File: src/design/utu8_pkg.sv
// Shared types, constants and the code point encoder for the UTF-16 to UTF-8 transcoder.
// Depends on nothing; every other design file imports it.
package utu8_pkg;

    // Surrogate ranges, told apart by the top six bits of a code unit
    localparam logic [5:0] SURR_HIGH_TAG = 6'b110110;   // 0xD800..0xDBFF
    localparam logic [5:0] SURR_LOW_TAG  = 6'b110111;   // 0xDC00..0xDFFF

    // Code point limits for the 1, 2 and 3 byte forms, and the offset for a pair
    localparam logic [20:0] CP_LIMIT_1B  = 21'h00080;
    localparam logic [20:0] CP_LIMIT_2B  = 21'h00800;
    localparam logic [20:0] CP_LIMIT_3B  = 21'h10000;
    localparam logic [20:0] CP_PAIR_BASE = 21'h10000;

    // Lead byte and continuation byte prefixes
    localparam logic [2:0] LEAD2_PREFIX = 3'b110;
    localparam logic [3:0] LEAD3_PREFIX = 4'b1110;
    localparam logic [4:0] LEAD4_PREFIX = 5'b11110;
    localparam logic [1:0] CONT_PREFIX  = 2'b10;

    // Longest run of bytes that one code unit can cause
    localparam int unsigned RUN_MAX_BYTES = 6;
    localparam int unsigned RUN_CNT_W     = $clog2(RUN_MAX_BYTES + 1);
    localparam int unsigned RUN_IDX_W     = $clog2(RUN_MAX_BYTES);

    // Encoding of one code point: up to four bytes and their count
    typedef struct packed {
        logic [3:0][7:0] bytes;
        logic [2:0]      len;
    } enc_t;

    // One item's worth of output bytes, handed from the builder to the serialiser
    typedef struct packed {
        logic [RUN_MAX_BYTES-1:0][7:0] bytes;
        logic [RUN_CNT_W-1:0]          count;
        logic                          string_last;
    } run_t;

    function automatic enc_t encode_cp(input logic [20:0] cp);
        enc_t e;
        e = '0;
        if (cp < CP_LIMIT_1B) begin
            e.bytes[0] = {1'b0, cp[6:0]};
            e.len      = 3'd1;
        end else if (cp < CP_LIMIT_2B) begin
            e.bytes[0] = {LEAD2_PREFIX, cp[10:6]};
            e.bytes[1] = {CONT_PREFIX, cp[5:0]};
            e.len      = 3'd2;
        end else if (cp < CP_LIMIT_3B) begin
            e.bytes[0] = {LEAD3_PREFIX, cp[15:12]};
            e.bytes[1] = {CONT_PREFIX, cp[11:6]};
            e.bytes[2] = {CONT_PREFIX, cp[5:0]};
            e.len      = 3'd3;
        end else begin
            e.bytes[0] = {LEAD4_PREFIX, cp[20:18]};
            e.bytes[1] = {CONT_PREFIX, cp[17:12]};
            e.bytes[2] = {CONT_PREFIX, cp[11:6]};
            e.bytes[3] = {CONT_PREFIX, cp[5:0]};
            e.len      = 3'd4;
        end
        return e;
    endfunction

endpackage

File: src/design/utu8_run_builder.sv
// Run builder: takes one code unit per word, tracks a held high surrogate and
// registers the whole run of UTF-8 bytes the unit causes. Depends on utu8_pkg.
module utu8_run_builder
    import utu8_pkg::*;
(
    input  logic        aclk,
    input  logic        aresetn,
    input  logic        in_valid,
    output logic        in_ready,
    input  logic [15:0] in_unit,
    input  logic        in_last,
    output logic        run_valid,
    input  logic        run_ready,
    output run_t        run
);

    logic       high_pending_reg, high_pending_next;
    logic [9:0] held_high_reg, held_high_next;
    logic       run_valid_reg, run_valid_next;
    run_t       run_reg, run_next;

    logic        accept;
    logic        is_high, is_low;
    logic        flush_held, pair, hold_new;
    logic [20:0] cp_new;
    enc_t        enc_held, enc_new;

    assign in_ready  = !run_valid_reg || run_ready;
    assign accept    = in_valid && in_ready;
    assign run_valid = run_valid_reg;
    assign run       = run_reg;

    // Classify the unit and choose what to encode
    always_comb begin
        is_high    = (in_unit[15:10] == SURR_HIGH_TAG);
        is_low     = (in_unit[15:10] == SURR_LOW_TAG);
        pair       = high_pending_reg && is_low;
        flush_held = high_pending_reg && !is_low;
        hold_new   = is_high && !in_last;
        cp_new     = pair ? (CP_PAIR_BASE + {1'b0, held_high_reg, in_unit[9:0]})
                          : {5'd0, in_unit};
        enc_held   = encode_cp({5'd0, SURR_HIGH_TAG, held_high_reg});
        enc_new    = encode_cp(cp_new);
    end

    // Assemble the run: flushed high surrogate first, then the new unit's bytes unless it is held
    always_comb begin
        run_next             = '0;
        run_next.string_last = in_last;
        if (flush_held) begin
            run_next.bytes[0] = enc_held.bytes[0];
            run_next.bytes[1] = enc_held.bytes[1];
            run_next.bytes[2] = enc_held.bytes[2];
            if (!hold_new) begin
                run_next.bytes[3] = enc_new.bytes[0];
                run_next.bytes[4] = enc_new.bytes[1];
                run_next.bytes[5] = enc_new.bytes[2];
                run_next.count    = RUN_CNT_W'(3) + RUN_CNT_W'(enc_new.len);
            end else begin
                run_next.count = RUN_CNT_W'(3);
            end
        end else if (!hold_new) begin
            run_next.bytes[0] = enc_new.bytes[0];
            run_next.bytes[1] = enc_new.bytes[1];
            run_next.bytes[2] = enc_new.bytes[2];
            run_next.bytes[3] = enc_new.bytes[3];
            run_next.count    = RUN_CNT_W'(enc_new.len);
        end
    end

    // Next state: hold a high surrogate, load or release the run register
    always_comb begin
        high_pending_next = high_pending_reg;
        held_high_next    = held_high_reg;
        run_valid_next    = run_valid_reg;
        if (run_ready) begin
            run_valid_next = 1'b0;
        end
        if (accept) begin
            high_pending_next = hold_new;
            held_high_next    = hold_new ? in_unit[9:0] : 10'd0;
            if (run_next.count != '0) begin
                run_valid_next = 1'b1;
            end
        end
    end

    always_ff @(posedge aclk) begin
        if (!aresetn) begin
            high_pending_reg <= 1'b0;
            held_high_reg    <= 10'd0;
            run_valid_reg    <= 1'b0;
        end else begin
            high_pending_reg <= high_pending_next;
            held_high_reg    <= held_high_next;
            run_valid_reg    <= run_valid_next;
        end
    end

    // Payload needs no reset
    always_ff @(posedge aclk) begin
        if (accept && (run_next.count != '0)) begin
            run_reg <= run_next;
        end
    end

`ifndef SYNTHESIS
    a_run_count_sane: assert property (@(posedge aclk) disable iff (!aresetn)
        run_valid_reg |-> (run_reg.count != '0) && (run_reg.count <= RUN_CNT_W'(RUN_MAX_BYTES)))
        else $error("run register holds an empty or oversized run");

    a_last_clears_hold: assert property (@(posedge aclk) disable iff (!aresetn)
        (accept && in_last) |=> !high_pending_reg)
        else $error("high surrogate still held after the last unit");
`endif

endmodule

File: src/design/utu8_byte_serialiser.sv
// Byte serialiser: takes a registered run of up to six bytes and sends it one
// word per cycle on the byte channel while out_ready is high. Depends on utu8_pkg.
module utu8_byte_serialiser
    import utu8_pkg::*;
(
    input  logic       aclk,
    input  logic       aresetn,
    input  logic       run_valid,
    output logic       run_ready,
    input  run_t       run,
    output logic       out_valid,
    input  logic       out_ready,
    output logic [7:0] out_byte,
    output logic       out_run_last,
    output logic       out_string_last
);

    logic                 busy_reg, busy_next;
    logic [RUN_IDX_W-1:0] idx_reg, idx_next;
    run_t                 cur_reg;

    logic last_byte;
    logic load;

    assign last_byte       = (RUN_CNT_W'(idx_reg) + RUN_CNT_W'(1)) == cur_reg.count;
    assign run_ready       = !busy_reg || (out_ready && last_byte);
    assign load            = run_valid && run_ready;
    assign out_valid       = busy_reg;
    assign out_byte        = cur_reg.bytes[idx_reg];
    assign out_run_last    = last_byte;
    assign out_string_last = last_byte && cur_reg.string_last;

    // Advance through the run, load a new one when idle or at its end
    always_comb begin
        busy_next = busy_reg;
        idx_next  = idx_reg;
        if (busy_reg && out_ready) begin
            if (last_byte) begin
                busy_next = 1'b0;
            end else begin
                idx_next = idx_reg + RUN_IDX_W'(1);
            end
        end
        if (load) begin
            busy_next = 1'b1;
            idx_next  = '0;
        end
    end

    always_ff @(posedge aclk) begin
        if (!aresetn) begin
            busy_reg <= 1'b0;
            idx_reg  <= '0;
        end else begin
            busy_reg <= busy_next;
            idx_reg  <= idx_next;
        end
    end

    always_ff @(posedge aclk) begin
        if (load) begin
            cur_reg <= run;
        end
    end

`ifndef SYNTHESIS
    a_idx_in_run: assert property (@(posedge aclk) disable iff (!aresetn)
        busy_reg |-> (RUN_CNT_W'(idx_reg) < cur_reg.count))
        else $error("byte index beyond the end of the run");

    a_idx_steps: assert property (@(posedge aclk) disable iff (!aresetn)
        (busy_reg && out_ready && !last_byte) |=>
            busy_reg && (idx_reg == $past(idx_reg) + RUN_IDX_W'(1)))
        else $error("byte index did not advance by one");
`endif

endmodule

File: src/design/utf16le_to_utf8_transcoder_core.sv
// UTF-16 to UTF-8 transcoder, top level: joins the run builder and the byte serialiser.
// Depends on utu8_pkg, utu8_run_builder and utu8_byte_serialiser.
//
// One UTF-16 code unit enters per word on s_ (s_tlast marks the string's last unit)
// and its UTF-8 bytes leave one per word on m_: 1, 2 or 3 bytes for a plain unit, 4 for a
// surrogate pair (sent when the low half arrives), 3 for a lone surrogate, up to 6 when a
// held high surrogate is flushed ahead of a new unit. A high surrogate that is not last
// is held and produces nothing. Otherwise the pace is set by the byte-wide output.
// A run register and the serialiser's own copy double-buffer the runs, so the next
// unit is taken while bytes still drain; with the serialiser idle, the first byte of
// a unit reaches m_ through the run register and then the serialiser's copy.
// m_tuser flags the last byte of each unit's run and m_tlast the last byte of the string.
module utf16le_to_utf8_transcoder_core
    import utu8_pkg::*;
(
    input  logic        aclk,
    input  logic        aresetn,
    input  logic        s_tvalid,
    output logic        s_tready,
    input  logic [15:0] s_tdata,    // [15:0] code_unit
    input  logic        s_tlast,    // last_unit
    output logic        m_tvalid,
    input  logic        m_tready,
    output logic [7:0]  m_tdata,    // [7:0] utf8_byte
    output logic        m_tuser,    // [0] run_last
    output logic        m_tlast     // string_last
);

    logic run_valid;
    logic run_ready;
    run_t run;

    utu8_run_builder u_builder (
        .aclk      (aclk),
        .aresetn   (aresetn),
        .in_valid  (s_tvalid),
        .in_ready  (s_tready),
        .in_unit   (s_tdata),
        .in_last   (s_tlast),
        .run_valid (run_valid),
        .run_ready (run_ready),
        .run       (run)
    );

    utu8_byte_serialiser u_serialiser (
        .aclk            (aclk),
        .aresetn         (aresetn),
        .run_valid       (run_valid),
        .run_ready       (run_ready),
        .run             (run),
        .out_valid       (m_tvalid),
        .out_ready       (m_tready),
        .out_byte        (m_tdata),
        .out_run_last    (m_tuser),
        .out_string_last (m_tlast)
    );

endmodule

File: config.mk
export PLATFORM = sky130hd
export DESIGN_NAME = utf16le_to_utf8_transcoder_core
export DESIGN_NICKNAME = d
export VERILOG_FILES = /design/src/design/utu8_pkg.sv /design/src/design/utu8_run_builder.sv /design/src/design/utu8_byte_serialiser.sv /design/src/design/utf16le_to_utf8_transcoder_core.sv
export SDC_FILE = /design/constraint.sdc
export NUM_CORES = 1
export LEC_CHECK = 0
export ABC_AREA = 1
export BUFFER_PORTS_ARGS = -buffer_cell sky130_fd_sc_hd__buf_4
export CAP_MARGIN = 10
export CORE_UTILIZATION = 55
export DETAILED_ROUTE_END_ITERATION = 6
export HOLD_SLACK_MARGIN = 0.12
export PLACE_DENSITY = 0.74
export SYNTH_ARGS = -nofsm -noshare
export SYNTH_HDL_FRONTEND = slang
export SYNTH_SLANG_ARGS = --single-unit
File: constraint.sdc
create_clock -name aclk -period 12.2 [get_ports aclk]
set_input_delay 1.22 -clock aclk [delete_from_list [all_inputs] [get_ports aclk]]
set_output_delay 1.22 -clock aclk [all_outputs]
set_load 0.01 [all_outputs]
==> metrics.md, run 1 <==
| Metric | Value |
|---|---|
| Measured slew at the worst slew-check pin | `0.7339 ns` |
| Post-synthesis sequential area ratio | `64.61%` |
| CP endpoint kind | `primary output` |
| Post-synth top area cell | `edfxtp_1` |
| Layout Skew | `between 0.015 and 0.02 ns` |
| Critical Path RT | `10.98 ns` |
| Sw Share | `a little under a quarter` |
| CTS sink cnt | `110` |
| Multiplexer share of the synthesized area | `0%` |
| Seq pwr share | `63.4%` |
| Hold wc startpoint | `u_builder.run[13]$_DFFE_PP_` |
| Most frequent cells in the layout | `nand2_1 (111), edfxtp_1 (94), o21ai_0 (50)` |
| Post-DP HPWL | `7.757 mm` |
| DR WL/cell | `16.64 um` |
| Pins Over Slew Limit | `0` |
| Post-Syn Nets | `around 500` |
| Crit-path slowest cell | `dfxtp_1` |
| Clock buffer depth | `2` |
| Post-Synth XOR/XNOR Area | `under 10%` |
| Clock power frac | `28.2%` |
| H-tree depth | `3` |
| Cell Pwr Density | `~130 nW/um^2` |
| Die area | `9225 sq um` |
| Share of the synthesized area in the top cell type | `roughly three fifths` |
| LEAKAGE | `around 2.1 nW` |
| Status | `completed` |
| Worst hold stages | `0` |
| WHS Endpoint | `u_serialiser.cur_reg[13]$_DFFE_PP_` |
| R2r startpoint | `u_serialiser.idx_reg[0]$_SDFFE_PP0P_` |
| Max VDD drop | `0.07830 mV` |
| Pin count of the biggest net entering global routing | `48` |
| GR Overflow Total | `0` |
| DR pass1 iterations | `4` |
| Adder-Cell Fraction of Synth Area | `less than 1%` |
| Root buf cell | `clkbuf_8` |
| Mapped Area | `slightly below 5000 sq um` |
| DRC | `0` |
| Initial core utilization | `58.04%` |
| Comb pwr share | `8.3%` |
| Cell Int Power | `0.5260 mW` |
| Net Sw Power | `0.1641 mW` |
| Largest family of logic cells by synthesized area | `simple AND/OR/NAND/NOR gates` |
| Die width | `96.05 um` |
| Post-route ant nets | `0` |
| Layout area overhead | `10.55%` |
| Hold crit path type | `flop to flop` |
| Final setup violation count | `0` |
| Achievable Freq | `264.6 MHz` |
| Cell mode on critical path | `nand2_1` |
| Syn. warnings | `0` |
| GP Congestion | `0.9779` |
| R2R cell count | `10` |
| Avg Vias per Cell | `5.565` |
| Rows | `33` |
| FF-to-FF End | `u_builder.run[24]$_DFFE_PP_` |
| Worst-Skew Late Latency | `0.36 ns` |
| Rel. slew slack | `between 50% and 60%` |
| Top cells by area, synth | `edfxtp_1 (58%), nand2_1 (8.6%), dfxtp_1 (6.6%)` |
| Post-Route Utilization | `64.16%` |
| Number of buffers added for setup after CTS | `0` |
| Synth Instances | `~480` |
| Final hold vios | `0` |
| Critical path buffers and inverters | `2` |
| Die Span Y | `96.05 um` |
| Worst R2R Setup Slack | `8.83 ns` |
| Initial antenna violation count | `0` |
| Gr usage total | `between 20 and 30%` |
| Number of diodes | `0` |
| Final Net Count | `532` |
| Simple-gate area share of the yosys netlist | `18.13%` |
| Final WL | `10.30 mm` |
| I/O pins | `33` |
| Max incr delay on CP | `about 0.8 ns` |
| RSZ-0062 raised after global routing | `no` |
| Clock slew at reported path FFs | `0.10 ns` |
| Final setup TNS | `0 ns` |
| Vias in the first global route | `3279` |
| Core Footprint | `~8400 sq um` |
| Max-cap viol count | `0` |
| Routed vias | `3445` |
| First-pass GRT wire length | `16.58 mm` |
| IO Port Bufs | `32` |
| PostCTS Resize Cnt | `0` |
| Period minus WS final | `3.780 ns` |
| Setup crit start kind | `flop` |
| Post-synthesis cell type count | `32` |
| Largest delay share family, worst path | `flip-flops` |
| Crit path arrival time | `2.56 ns` |
| Register bit count reported by yosys | `110` |
| Tcrit/Tclk final | `30.98%` |
| CTS buffer count | `9` |
| Synth Area per Inst | `between 10 and 15 sq um` |
| Commonest non-fill, non-tap cell in the layout | `nand2_1` |
| CP Cell Sequence | `inv_2 -> or2_0 -> a21oi_1 -> nand2_1 -> nand2_2 -> nand2_1 -> nand2_1 -> buf_4` |
| Share of post-route cells with drive strength above 1 | `~13%` |
| Complex-gate fraction of the synthesized area | `10.60%` |
| CTS tree | `built` |
| CP Class | `flop to primary output` |
| CP Max Fanout | `24` |
| Hold Buf Count CTS | `0` |
| Iter 0 DRT Violations | `219` |
==> per-layer routing <==
layer / vias to the layer above / track usage, % / wire length [um]
li1: 1701 / - / -
met1: 1562 / 33.83 / 4586
met2: 150 / 38.83 / 4544
met3: 32 / 4.660 / 711
met4: 0 / 13.43 / 459
met5: - / 0 / 0
==> area by class of cell <==
cell class | instances | area (sq um)
flip-flops and latches | 110 | 3143
fillers | 694 | 3004
multi-input cells | 308 | 1490
repair buffers | 34 | 267.8
inverters | 46 | 172.7
well taps | 105 | 131.4
clock buffers | 10 | 127.6
clock inverters | 6 | 45.04
==> cells in the mapped netlist (all sizes together) <==
library cell	instances
a21oi	17
a31oi	1
and2	7
buf	6
clkbuf	9
clkinv	1
dfxtp	16
edfxtp	94
ha	2
inv	45
nand2	115
nand3	23
nand4	5
nor2	49
nor3b	1
o211ai	2
o21ai	63
o22ai	15
or2	2
xnor2	1
xor2	5
==> worst max path at each step <==
stage | from | to | slack, ns | cells past startpoint
after floorplan | s_tdata[13] | u_builder.run[0]$_DFFE_PP_ | 7.89 | 8
after global placement | u_serialiser.idx_reg[0]$_SDFFE_PP0P_ | u_builder.run[16]$_SDFFCE_PP0P_ | 8.58 | 9
after detailed placement | u_serialiser.idx_reg[0]$_SDFFE_PP0P_ | u_builder.run[32]$_DFFE_PP_ | 8.39 | 9
after CTS | u_serialiser.idx_reg[0]$_SDFFE_PP0P_ | u_builder.run[21]$_DFFE_PP_ | 8.36 | 9
after global routing | u_serialiser.idx_reg[0]$_SDFFE_PP0P_ | s_tready | 8.12 | 8
final | u_serialiser.idx_reg[0]$_SDFFE_PP0P_ | s_tready | 8.42 | 8
==> stage by stage <==
stage / power (mW) / instances / setup WS, ns / area, sq um / hold WS (ns)
final: 0.6901 / 619 / 8.420 / 5378 / 0.4163
after global routing: 0.7162 / 619 / 8.121 / 5378 / 0.4135
after CTS: 0.6936 / 618 / 8.359 / 5358 / 0.4123
after detailed placement: 0.5029 / 602 / 8.386 / 5185 / 0.4062
after global placement: 0.5011 / 602 / 8.579 / 5185 / 0.4054
after floorplan: 0.4786 / 479 / 7.885 / 4865 / 0.4003
==> cells by family (layout without fill, tap and decap cells) <==
logic type,after synthesis,in the layout
compound gates,98,98
xor+xnor,6,6
fa+ha+maj,2,2
buf+inv,61,96
flops,110,110
simple gates,202,202
==> power by group through the flow <==
| stage | sequential [mW] | clock [mW] | combinational, mW |
|---|---|---|---|
| final | 0.438 | 0.195 | 0.0576 |
| after CTS | 0.438 | 0.199 | 0.0563 |
| after global placement | 0.446 | 0 | 0.0548 |
| after detailed placement | 0.447 | 0 | 0.0561 |
| after global routing | 0.440 | 0.213 | 0.0642 |
| after floorplan | 0.444 | 0 | 0.0346 |
(Power assumes the default switching activity.)
==> run 2, diff against run 1 <==
--- a/config.mk
+++ b/config.mk
@@ -8,10 +8,10 @@
 export ABC_AREA = 1
 export BUFFER_PORTS_ARGS = -buffer_cell sky130_fd_sc_hd__buf_4
 export CAP_MARGIN = 10
-export CORE_UTILIZATION = 55
+export CORE_UTILIZATION = 54
 export DETAILED_ROUTE_END_ITERATION = 6
 export HOLD_SLACK_MARGIN = 0.12
-export PLACE_DENSITY = 0.74
+export PLACE_DENSITY = 0.75
 export SYNTH_ARGS = -nofsm -noshare
 export SYNTH_HDL_FRONTEND = slang
 export SYNTH_SLANG_ARGS = --single-unit
==> constraint.sdc (replaced) <==
create_clock -name aclk -period 3.1 [get_ports aclk]
set_input_delay 0.31 -clock aclk [delete_from_list [all_inputs] [get_ports aclk]]
set_output_delay 0.31 -clock aclk [all_outputs]
set_load 0.01 [all_outputs]
==> run 2 against run 1 <==
Net effect: critical path depth grew 4; global-route usage is 0.51 points lower; combinational power grew to 4.2 times the previous value; clock skew down 0.0021 ns; critical path type is now flop to flop.
==> metrics.md, run 2 (synthesis results as in run 1) <==
| Metric | Value |
|---|---|
| Status | `completed` |
| First-pass GRT wire length | `17.53 mm` |
| Die Span Y | `96.92 um` |
| Max VDD drop | `0.2569 mV` |
| Number of buffers added for setup after CTS | `0` |
| FF-to-FF End | `u_builder.held_high_reg[7]$_SDFFE_PN0P_` |
| Cell mode on critical path | `nand2_1` |
| Iter 0 DRT Violations | `approximately 260` |
| Setup crit start kind | `flop` |
| Achievable Freq | `384.6 MHz` |
| Area of placed instances | `between 5000 and 6000 sq um` |
| Max incr delay on CP | `~0.50 ns` |
| Die width | `96.92 um` |
| Total chip power | `2.765 mW` |
| Pin count of the biggest net entering global routing | `48` |
| Worst hold stages | `3` |
| RSZ-0062 raised after global routing | `no` |
| Fill count | `between 700 and 800` |
| CP Max Fanout | `13` |
| Crit path arrival time | `approximately 2.9 ns` |
| WHS Endpoint | `u_builder.run_valid$_SDFF_PN0_` |
| Routed vias | `around 3500` |
| Critical Path RT | `3.40 ns` |
| Worst R2R Setup Slack | `0.50 ns` |
| Period minus WS final | `2.600 ns` |
| Measured slew at the worst slew-check pin | `0.6215 ns` |
| Rows | `34` |
| Post-place setup slack | `0.3416 ns` |
| LEAKAGE | `roughly 2.2 nW` |
| Avg Vias per Cell | `5.579` |
| Clock power frac | `29.2%` |
| Worst-Skew Late Latency | `0.37 ns` |
| CP endpoint kind | `flop` |
| Cell Pwr Density | `507.0 nW/um^2` |
| CTS buffer count | `9` |
| Net Sw Power | `0.6846 mW` |
| Root buf cell | `clkbuf_8` |
| Final Net Count | `540` |
| R2R cell count | `12` |
| Initial core utilization | `a little under three fifths` |
| Post-DP HPWL | `7.859 mm` |
| GP Congestion | `1.018` |
| Layout area overhead | `12.11%` |
| Hold crit path type | `input port to flop` |
| Final hold vios | `0` |
| Hold wc startpoint | `aresetn` |
| DR WL/cell | `around 17 um` |
| Layout Skew | `approximately 0.014 ns` |
| Final setup TNS | `0 ns` |
| Sw Share | `roughly a quarter` |
| Core Footprint | `8721 sq um` |
| Final WS setup | `0.4998 ns` |
| Seq pwr share | `62.1%` |
| R2r startpoint | `u_serialiser.idx_reg[1]$_SDFFE_PP0P_` |
| Initial antenna violation count | `0` |
| Final WL | `10.89 mm` |
| Clock slew at reported path FFs | `0.11 ns` |
| DR pass1 iterations | `5` |
| Final hold slack | `0.1348 ns` |
| Max-cap viol count | `0` |
| Gr usage total | `24.64%` |
| Rel. slew slack | `58.57%` |
| Share of post-route cells with drive strength above 1 | `14.94%` |
| Tcrit/Tclk final | `between 80% and 90%` |
| Post-route ant nets | `0` |
| Most frequent cells in the layout | `nand2_1 (111), edfxtp_1 (94), o21ai_0 (50)` |
| GR Overflow Total | `0` |
| Cell Int Power | `between 2 and 2.5 mW` |
| I/O pins | `33` |
| Crit-path slowest cell | `dfxtp_2` |
| CTS tree | `built` |
| Commonest non-fill, non-tap cell in the layout | `nand2_1` |
| CP Class | `flop to flop` |
| Register area | `~3100 sq um` |
| IO Port Bufs | `32` |
| Pins Over Slew Limit | `0` |
| Vias in the first global route | `~3300` |
| Number of diodes | `0` |
| CP Cell Sequence | `ha_1 -> xor2_1 -> xnor2_1 -> nand2_1 -> nand2_2 -> nand2_1 -> nand2_1 -> nand2_1 -> buf_4 -> inv_1 -> nand3_1 -> a21oi_1` |
| DRC | `0` |
| CTS sink cnt | `110` |
| Die area | `9393 sq um` |
| Final setup violation count | `0` |
| Finished Cell Area | `5454 sq um` |
| Comb pwr share | `between 8 and 9%` |
| Area of the multi-input gates | `1490 sq um` |
| Clock buffer depth | `2` |
| H-tree depth | `3` |
==> run 2: cell types whose count changed in the layout (fill, tap and decap cells not counted) <==
| cell | delta |
|---|---|
| buf_4 | +7 |
| clkbuf_1 | -1 |
| clkinv_2 | -1 |
| clkinv_4 | +1 |
| dfxtp_1 | -1 |
| dfxtp_2 | +1 |
| dlygate4sd3_1 | +1 |
| inv_6 | +1 |
==> run 2: area by class of cell <==
class / count / share of cell area [%]
tap: 108 / 2.478
timing repair buffer: 42 / 6.056
multi-input combinational: 308 / 27.32
inverter: 46 / 3.166
clock buffer: 9 / 2.271
clock inverter: 7 / 1.055
sequential: 110 / 57.65
==> run 2: critical path: cells and delay by family (launching register included) <==
kind	cells	cell delay [ns]
flip-flops	1	0.50
adder cells (fa/ha/maj)	1	0.22
XOR/XNOR	2	0.43
AO/OA/AOI/OAI	1	0.13
buffers and inverters	2	0.48
AND/OR/NAND/NOR	6	0.77
==> run 2: timing repair <==
| action | CTS | global route |
|---|---|---|
| resized for setup | 0 | 1 |
| endpoints found under the setup margin | 0 | 10 |
| hold buffers | 0 | 1 |
| hold endpoints to repair | 0 | 1 |
==> run 2: worst max-delay path by stage <==
stage,start,slack (ns),end
2_1_floorplan,u_serialiser.idx_reg[0]$_SDFFE_PP0P_,0.28,u_serialiser.cur_reg[0]$_DFFE_PP_
3_3_place_gp,u_serialiser.idx_reg[1]$_SDFFE_PP0P_,0.51,u_builder.held_high_reg[7]$_SDFFE_PN0P_
3_5_place_dp,u_serialiser.idx_reg[1]$_SDFFE_PP0P_,0.34,u_builder.held_high_reg[7]$_SDFFE_PN0P_
4_1_cts,u_serialiser.idx_reg[1]$_SDFFE_PP0P_,0.31,u_builder.held_high_reg[7]$_SDFFE_PN0P_
5_1_grt,u_serialiser.idx_reg[1]$_SDFFE_PP0P_,0.13,u_builder.held_high_reg[8]$_SDFFE_PN0P_
6_report,u_serialiser.idx_reg[1]$_SDFFE_PP0P_,0.50,u_builder.held_high_reg[7]$_SDFFE_PN0P_
==> run 2: power by group through the flow <==
stage	Clock (mW)	Combinational (mW)	Sequential, mW
floorplan	0	0.138	1.74
global placement	0	0.234	1.75
detailed placement	0	0.240	1.75
CTS	0.825	0.241	1.72
global route	0.882	0.269	1.72
finish	0.807	0.241	1.72
==> run 2: metal layers <==
metal	routed length, um	vias to the layer above	track usage, %
met5	0	-	0
met4	125	0	7.577
met3	690	11	5.564
met2	5227	151	39.00
met1	4850	1643	34.12
li1	-	1710	-
==> run 2: through the flow <==
stage          std cells  util [%]
2_1_floorplan        479         -
3_3_place_gp         613     60.33
3_5_place_dp         613     60.33
4_1_cts              629     62.41
5_1_grt              630     62.54
6_report             630     62.54
==> run 3, diff against run 2 <==
--- a/config.mk
+++ b/config.mk
@@ -8,10 +8,10 @@
 export ABC_AREA = 1
 export BUFFER_PORTS_ARGS = -buffer_cell sky130_fd_sc_hd__buf_4
 export CAP_MARGIN = 10
-export CORE_UTILIZATION = 54
+export CORE_UTILIZATION = 55
 export DETAILED_ROUTE_END_ITERATION = 6
 export HOLD_SLACK_MARGIN = 0.12
-export PLACE_DENSITY = 0.75
+export PLACE_DENSITY = 0.74
 export SYNTH_ARGS = -nofsm -noshare
 export SYNTH_HDL_FRONTEND = slang
 export SYNTH_SLANG_ARGS = --single-unit
==> constraint.sdc (replaced) <==
create_clock -name aclk -period 2.5 [get_ports aclk]
set_input_delay 0.25 -clock aclk [delete_from_list [all_inputs] [get_ports aclk]]
set_output_delay 0.25 -clock aclk [all_outputs]
set_load 0.01 [all_outputs]
==> run 3 against run 2 <==
Net effect: largest cell class unchanged; setup slack got worse by 0.25 ns; global-route usage grew 2.3 points; flip-flop and latch count unchanged; via count up 0.48%.
==> metrics.md, run 3 (synthesis results as in run 1) <==
| Metric | Value |
|---|---|
| Status | `completed` |
| Die area | `9225 sq um` |
| Routed vias | `3532` |
| Largest delay share family, worst path | `simple AND/OR/NAND/NOR gates` |
| CP Class | `flop to flop` |
| Hold wc startpoint | `s_tdata[8]` |
| Post-Route Utilization | `66.70%` |
| GP Congestion | `1.014` |
| Achievable Freq | `444.5 MHz` |
| Worst-Skew Late Latency | `0.37 ns` |
| Post-DP HPWL | `8.505 mm` |
| Worst hold stages | `3` |
| CP endpoint kind | `flop` |
| Final Net Count | `between 500 and 600` |
| CP Max Fanout | `8` |
| Final hold slack | `0.1635 ns` |
| Critical path buffers and inverters | `1` |
| Die Span Y | `96.05 um` |
| Setup crit start kind | `flop` |
| Crit-path slowest cell | `dfxtp_1` |
| Most frequent cells in the layout | `nand2_1 (107), edfxtp_1 (94), o21ai_0 (50)` |
| DR WL/cell | `17.85 um` |
| CTS sink cnt | `between 100 and 150` |
| Avg Vias per Cell | `around 5.5` |
| Total chip power | `3.439 mW` |
| Initial core utilization | `about 58%` |
| R2r startpoint | `u_builder.held_high_reg[6]$_SDFFE_PN0P_` |
| Max VDD drop | `0.3730 mV` |
| Clock slew at reported path FFs | `approximately 0.10 ns` |
| R2R cell count | `11` |
| Measured slew at the worst slew-check pin | `0.5652 ns` |
| FF-to-FF End | `u_builder.run[24]$_DFFE_PP_` |
| Gr usage total | `26.90%` |
| Core Footprint | `8382 sq um` |
| CTS tree | `built` |
| Commonest non-fill, non-tap cell in the layout | `nand2_1` |
| Tcrit/Tclk final | `89.98%` |
| I/O pins | `33` |
| Share of post-route cells with drive strength above 1 | `17.67%` |
| LEAKAGE | `about 2.3 nW` |
| Number of diodes | `0` |
| CTS buffer count | `9` |
| IO Port Bufs | `32` |
| Final setup TNS | `0 ns` |
| Worst R2R Setup Slack | `0.25 ns` |
| Die width | `96.05 um` |
| Rows | `33` |
| Hold crit path type | `input port to flop` |
| RSZ-0062 raised after global routing | `no` |
| Pins Over Slew Limit | `0` |
| Cell Pwr Density | `615.2 nW/um^2` |
| CP Cell Sequence | `ha_1 -> nand2_1 -> nor2_1 -> o21ai_1 -> nand2_1 -> nor2_2 -> nand3_2 -> nand2_2 -> inv_1 -> nand2_1 -> o21ai_0` |
| Placed cell count | `619` |
| Root buf cell | `clkbuf_8` |
| Period minus WS final | `~2.2 ns` |
| Max-cap viol count | `0` |
| Post-route ant nets | `0` |
| Pin count of the biggest net entering global routing | `48` |
| Vias in the first global route | `3367` |
| Final WL | `11.37 mm` |
| GR Overflow Total | `0` |
| DRC | `0` |
| Iter 0 DRT Violations | `256` |
| Layout area overhead | `14.92%` |
| First-pass GRT wire length | `between 15 and 20 mm` |
| Non-Filler Instances | `roughly 640` |
| WHS Endpoint | `u_builder.held_high_reg[8]$_SDFFE_PN0P_` |
| Layout Skew | `0.01503 ns` |
| Clock buffer depth | `2` |
| Final hold vios | `0` |
| H-tree depth | `3` |
| Cell mode on critical path | `nand2_1` |
| Critical Path RT | `~2.6 ns` |
| Rel. slew slack | `61.92%` |
| DR pass1 iterations | `5` |
| Initial antenna violation count | `0` |
| Number of buffers added for setup after CTS | `0` |
| Max incr delay on CP | `0.39 ns` |
| Crit path arrival time | `2.35 ns` |
| Final setup violation count | `0` |
[run 3: cell types whose count changed in the layout (fill, tap and decap cells not counted), sizes merged]
| cell | before | now |
|---|---|---|
| dlygate4sd3 | 1 | 2 |
| buf | 41 | 50 |
| clkinv | 3 | 6 |
| clkinvlp | 2 | 0 |
| inv | 48 | 47 |
[run 3: worst reg2reg max path: cells and delay by family, from the launching register on]
kind,cells,cell delay [ns]
AOI/OAI and AO/OA,2,0.33
adders and majority gates,1,0.25
buffers and inverters,1,0.14
DFF,1,0.39
and+or+nand+nor,7,0.89
[run 3: through the flow]
step / worst slack, ns / instance area, sq um
after global placement: 0.2626 / 5385
after detailed placement: 0.2000 / 5385
after global routing: 0.03327 / 5590
after CTS: 0.1504 / 5587
final: 0.2504 / 5590
after floorplan: 0.008223 / 4931
[run 3: area by class of cell]
cell class	instances	area (sq um)
clock buffers	9	123.9
clock inverters	7	57.56
fillers	652	2791
inverters	46	172.7
multi-input cells	308	1535
flip-flops and latches	110	3149
well taps	105	131.4
repair buffers	52	420.4
[run 3: report_power, final]
group | switching (mW) | leakage, nW | internal [mW]
clock | 0.613 | 0.0946 | 0.377
sequential | 0.0297 | 1.02 | 2.10
combinational | 0.205 | 1.14 | 0.114
total | 0.848 | 2.25 | 2.59
[run 3: metal layers]
layer	vias to the layer above	GRT usage [%]	wire length (um)
met5	-	0	0
met4	0	9.328	247
met3	15	5.213	678
met2	140	43.74	5485
met1	1645	36.16	4961
li1	1732	-	-
[run 3: how the worst max path moves through the flow]
stage	start	endpoint	slack (ns)	cells after the start
finish	u_builder.held_high_reg[6]$_SDFFE_PN0P_	u_builder.run[24]$_DFFE_PP_	0.25	11
global route	u_builder.held_high_reg[9]$_SDFFE_PN0P_	u_builder.run[30]$_DFFE_PP_	0.03	14
CTS	u_builder.held_high_reg[8]$_SDFFE_PN0P_	u_builder.run[46]$_SDFFCE_PP0P_	0.15	10
detailed placement	u_builder.held_high_reg[8]$_SDFFE_PN0P_	u_builder.run[46]$_SDFFCE_PP0P_	0.20	10
global placement	s_tdata[13]	u_builder.run[46]$_SDFFCE_PP0P_	0.26	14
floorplan	u_serialiser.idx_reg[0]$_SDFFE_PP0P_	u_builder.run[0]$_DFFE_PP_	0.008	10
[run 3: repair_timing]
action,in CTS,in global routing
resized for setup,0,2
hold endpoints to repair,2,0
hold buffers,2,0
endpoints found under the setup margin,0,13
